### src/vlc_pkg.sv
// ----------------------------------------------------------------------------
// vlc_pkg
// Shared types and codes for the vector length clamp.
// ----------------------------------------------------------------------------
package vlc_pkg;

    typedef enum logic [1:0] {
        ACT_NONE = 2'd0,
        ACT_MAX  = 2'd1,
        ACT_MIN  = 2'd2
    } t_act;

    typedef struct packed {
        logic valid;
        t_act act;
    } t_ctrl;

    localparam logic CFG_MIN_LENGTH = 1'b0;
    localparam logic CFG_MAX_LENGTH = 1'b1;

endpackage

### src/vlc_root_stage.sv
// ----------------------------------------------------------------------------
// vlc_root_stage
// One bit of the scaled magnitude for all three lanes. Keeps P = k^2*len2
// and Q = k*len2 so each trial bit needs only shifts, adds and one compare.
// ----------------------------------------------------------------------------
module vlc_root_stage #(
    parameter int W   = 16,
    parameter int BIT = 14
) (
    input  logic                         i_clk,
    input  logic                         i_rst_n,
    input  logic                         i_en,
    input  vlc_pkg::t_ctrl               i_ctrl,
    input  logic [2*W-1:0]               i_len2,
    input  logic [2:0][W-1:0]            i_raw,
    input  logic [2:0]                   i_neg,
    input  logic [2:0][4*W-3:0]          i_n,
    input  logic [2:0][4*W-3:0]          i_p,
    input  logic [2:0][4*W-3:0]          i_q,
    input  logic [2:0][W-2:0]            i_k,
    output vlc_pkg::t_ctrl               o_ctrl,
    output logic [2*W-1:0]               o_len2,
    output logic [2:0][W-1:0]            o_raw,
    output logic [2:0]                   o_neg,
    output logic [2:0][4*W-3:0]          o_n,
    output logic [2:0][4*W-3:0]          o_p,
    output logic [2:0][4*W-3:0]          o_q,
    output logic [2:0][W-2:0]            o_k
);
    localparam int PW = 4 * W - 2;

    logic [PW-1:0]      w_len2;
    logic [2:0][PW-1:0] w_try;
    logic [2:0][PW-1:0] n_p, n_q;
    logic [2:0][W-2:0]  n_k;

    vlc_pkg::t_ctrl     r_ctrl;
    logic [2*W-1:0]     r_len2;
    logic [2:0][W-1:0]  r_raw;
    logic [2:0]         r_neg;
    logic [2:0][PW-1:0] r_n, r_p, r_q;
    logic [2:0][W-2:0]  r_k;

    assign w_len2 = PW'(i_len2);

    always_comb begin
        for (int l = 0; l < 3; l++) begin
            w_try[l] = i_p[l] + (i_q[l] << (BIT + 1)) + (w_len2 << (2 * BIT));
            n_p[l]   = i_p[l];
            n_q[l]   = i_q[l];
            n_k[l]   = i_k[l];
            if (w_try[l] <= i_n[l]) begin
                n_p[l]      = w_try[l];
                n_q[l]      = i_q[l] + (w_len2 << BIT);
                n_k[l][BIT] = 1'b1;
            end
        end
    end

    always_ff @(posedge i_clk) begin
        if (!i_rst_n) begin
            r_ctrl.valid <= 1'b0;
        end else if (i_en) begin
            r_ctrl <= i_ctrl;
        end
    end

    always_ff @(posedge i_clk) begin
        if (i_en) begin
            r_len2 <= i_len2;
            r_raw  <= i_raw;
            r_neg  <= i_neg;
            r_n    <= i_n;
            r_p    <= n_p;
            r_q    <= n_q;
            r_k    <= n_k;
        end
    end

    assign o_ctrl = r_ctrl;
    assign o_len2 = r_len2;
    assign o_raw  = r_raw;
    assign o_neg  = r_neg;
    assign o_n    = r_n;
    assign o_p    = r_p;
    assign o_q    = r_q;
    assign o_k    = r_k;
endmodule

### config.mk
export PLATFORM = sky130hd
export DESIGN_NAME = vlc_root_stage
export DESIGN_NICKNAME = d
export VERILOG_FILES = /design/src/vlc_pkg.sv /design/src/vlc_root_stage.sv
export SDC_FILE = /design/constraint.sdc
export NUM_CORES = 2
export LEC_CHECK = 0
export BUFFER_PORTS_ARGS = -buffer_cell sky130_fd_sc_hd__buf_2
export CORE_AREA = 2 2 541 543
export CTS_CLUSTER_DIAMETER = 100
export DETAILED_ROUTE_END_ITERATION = 16
export DIE_AREA = 0 0 543 545
export PLACE_DENSITY = 0.42
export RECOVER_POWER = 50
export SLEW_MARGIN = 0
export SYNTH_ARGS = -nofsm -noshare
export SYNTH_HDL_FRONTEND = slang
export SYNTH_SLANG_ARGS = --single-unit
### constraint.sdc
create_clock -name i_clk -period 6.95 [get_ports i_clk]
set_input_delay 1.0425 -clock i_clk [delete_from_list [all_inputs] [get_ports i_clk]]
set_output_delay 1.0425 -clock i_clk [all_outputs]
set_load 0.02 [all_outputs]
==> metrics.txt <==
post-layout minimum cycle time 6.73 ns; max-slew violations 73; Synth cell types 106; synthesized flop and latch total 689; average wire per standard cell 27.5 um; Post-route DRC 0; TritonCTS clock tree done; Final Cell Area 63300 um^2; Initial Utilization 15.2%; layout cells sized above 1 34.0%; setup_tns 0 ns; Fin Hold WS 0.353 ns; Synth async-reset ratio 0%; initial antenna violation count 119; Final #Nets 7073; post-cts hold buffer count 0; post-route ant nets 0; syn avg cell area 11.5 um^2; maxcap violations 2; Die W 543 um; DIE HEIGHT 545 um; critical path endpoint category register; Mapped Nets 5115; crit path to o_q[175]; Post-Syn Instances 3862; GRT Total Usage 17.5%; DP Cell Count 9611; Slew @ Worst Pin 5.70 ns; worst r2r path cells 2; GRT overflow 0; Critical R2R Capture o_ctrl[2]; multi-input logic area 22300 um^2; largest net degree at the start of global routing 136; first-pass iteration count of the detailed router 6; clock buffer depth 4; Lkg Pwr 0.0277 uW; I/O Buffers 1380; most common cell after layout, fill and taps aside buf_2; Core Util, Final 21.8%; overall routed net length 270000 um; worst-skew pair later-pin latency 0.84 ns; post-synthesis sequential area ratio 46.8%; pwr dens 321 nW/um^2; most frequent cells in the layout buf_2, edfxtp_1, buf_4; status finished, violations left; Finished Layout Cells 9821; period utilization 96.8%; CTS H-Tree Depth 3; Post-DP HPWL 236000 um; failing checks max-capacitance violations, max-slew violations; Post-synth EDFFs 688; via count 39700; type of origin of the critical path primary input; 1st-iter DRT viols 2812; io pins 1381; DIE AREA 296000 um^2; R2R setup slack 6.36 ns; endpoints failing hold 0; Required @ worst endpoint 7.49 ns; Sink Count 689; crit path max fanout 8; relative slew slack -280%; Area after DPL 60200 um^2; Peak VDD IR 0.232 mV; vias in the first global route 39700; vias per cell 4.04; Routability Congestion 0.878; area delta synth->final 43.2%; yosys warns 0; Root Buffer clkbuf_16; Reg clk slew, reported paths 0.06 ns; Max Fclk 0.149 GHz; Primary FF master, synth edfxtp_1; final setup fails 0; # rows 198; Reg-to-Reg Start o_ctrl[2]; Slowest-stage cell, CP fa_1; Top cell by count, worst path buf_4; mapped cell area 44200 um^2; CTS buffer count 104; CP Launch Point i_len2[6]; # fillers 31800; first-pass GRT wire length 352000 um; Worst EP arrival 7.27 ns; worst hold path class primary input to register; crit-path max cell delay 0.61 ns; final setup skew 0 ns; CORE AREA 290000 um^2; register area 20700 um^2; Crit Path Class primary input to register
[kinds of logic (layout without fill, tap and decap cells)]
group                      Yosys count  in the layout  synth area share, %
AOI/OAI and AO/OA                  978            978                 14.8
xor gates and xnor gates           240            240                 4.78
adders and majority gates          561            561                 17.6
buffers and inverters              372           2410                 3.22
DFF                                689            689                 46.8
muxes                              120            120                 3.04
other                                0             21                    0
and+or+nand+nor                    902            902                 9.77
[how the worst min path moves through the flow]
stage / startpoint / endpoint / slack (ns) / cells past startpoint
after floorplan: o_ctrl[2] / o_ctrl[2] / 0.59 / 2
after global placement: o_ctrl[2] / o_ctrl[2] / 0.50 / 2
after detailed placement: o_ctrl[2] / o_ctrl[2] / 0.51 / 2
after CTS: i_raw[34] / o_raw[34] / 0.26 / 1
after global routing: i_raw[1] / o_raw[1] / 0.30 / 1
final: i_raw[17] / o_raw[17] / 0.35 / 1
[registers in the layout, indices dropped and copies added (netlist names)]
name,cells
o_ctrl,3
o_raw,48
o_k,45
o_len2,32
o_p,186
o_q,186
o_n,186
o_neg,3
[critical path, delay by kind of cell]
kind | cells | cell delay, ns
simple gates | 7 | 1.20
xor+xnor | 2 | 0.26
buf+inv | 10 | 1.62
fa+ha+maj | 3 | 1.28
compound gates | 9 | 1.81
[report_power, final]
part | switching, uW | internal, uW | total [uW]
sequential | 262 | 5560 | 5820
clock | 2290 | 3170 | 5450
combinational | 5620 | 3420 | 9050
[through the flow]
stage | setup WS [ns] | total power, uW
6_report | 0.225 | 20300
4_1_cts | 0.0123 | 20700
3_5_place_dp | -1.47 | 15000
2_1_floorplan | 0.481 | 10300
3_3_place_gp | -1.52 | 15000
5_1_grt | -0.0212 | 21500
[cell type report]
type	instances	area share, %
multi-input combinational	2801	35.2
clock inverter	75	1.22
inverter	285	1.69
timing repair buffer	1939	17.4
antenna	21	0.0830
clock buffer	111	4.15
tap	3900	7.70
sequential	689	32.6
[synth_stat cells, types with 32 or more instances]
cell,count,area share [%]
a211oi_1,32,0.54
a21o_1,216,3.7
a21oi_1,289,3.3
and3_1,33,0.47
clkbuf_1,66,0.56
edfxtp_1,688,47
fa_1,102,4.6
ha_1,459,13
inv_1,284,2.4
mux2_2,114,2.9
nand2_1,285,2.4
nand3_1,83,0.94
nand4_1,65,0.92
nor2_1,219,1.9
nor2b_1,39,0.55
nor3_1,60,0.68
o21a_1,32,0.54
o21ai_0,157,1.8
xnor2_1,133,2.6
xor2_1,106,2.1
[metal layers]
layer / vias up / track usage (%) / wire length [um]
li1: 18400 / - / -
met1: 19300 / 22.0 / 113000
met2: 1612 / 28.1 / 122000
met3: 345 / 6.90 / 28000
met4: 52 / 3.85 / 6290
met5: - / 0 / 328
[what timing repair did]
item,4_1_cts,5_1_grt
setup endpoints to repair,88,185
buffers inserted,1,2
resized for setup,4,18
pin swaps,0,4
hold endpoints to repair,0,0
gates cloned,0,0
No activity file was read; power rests on OpenSTA's default activity.
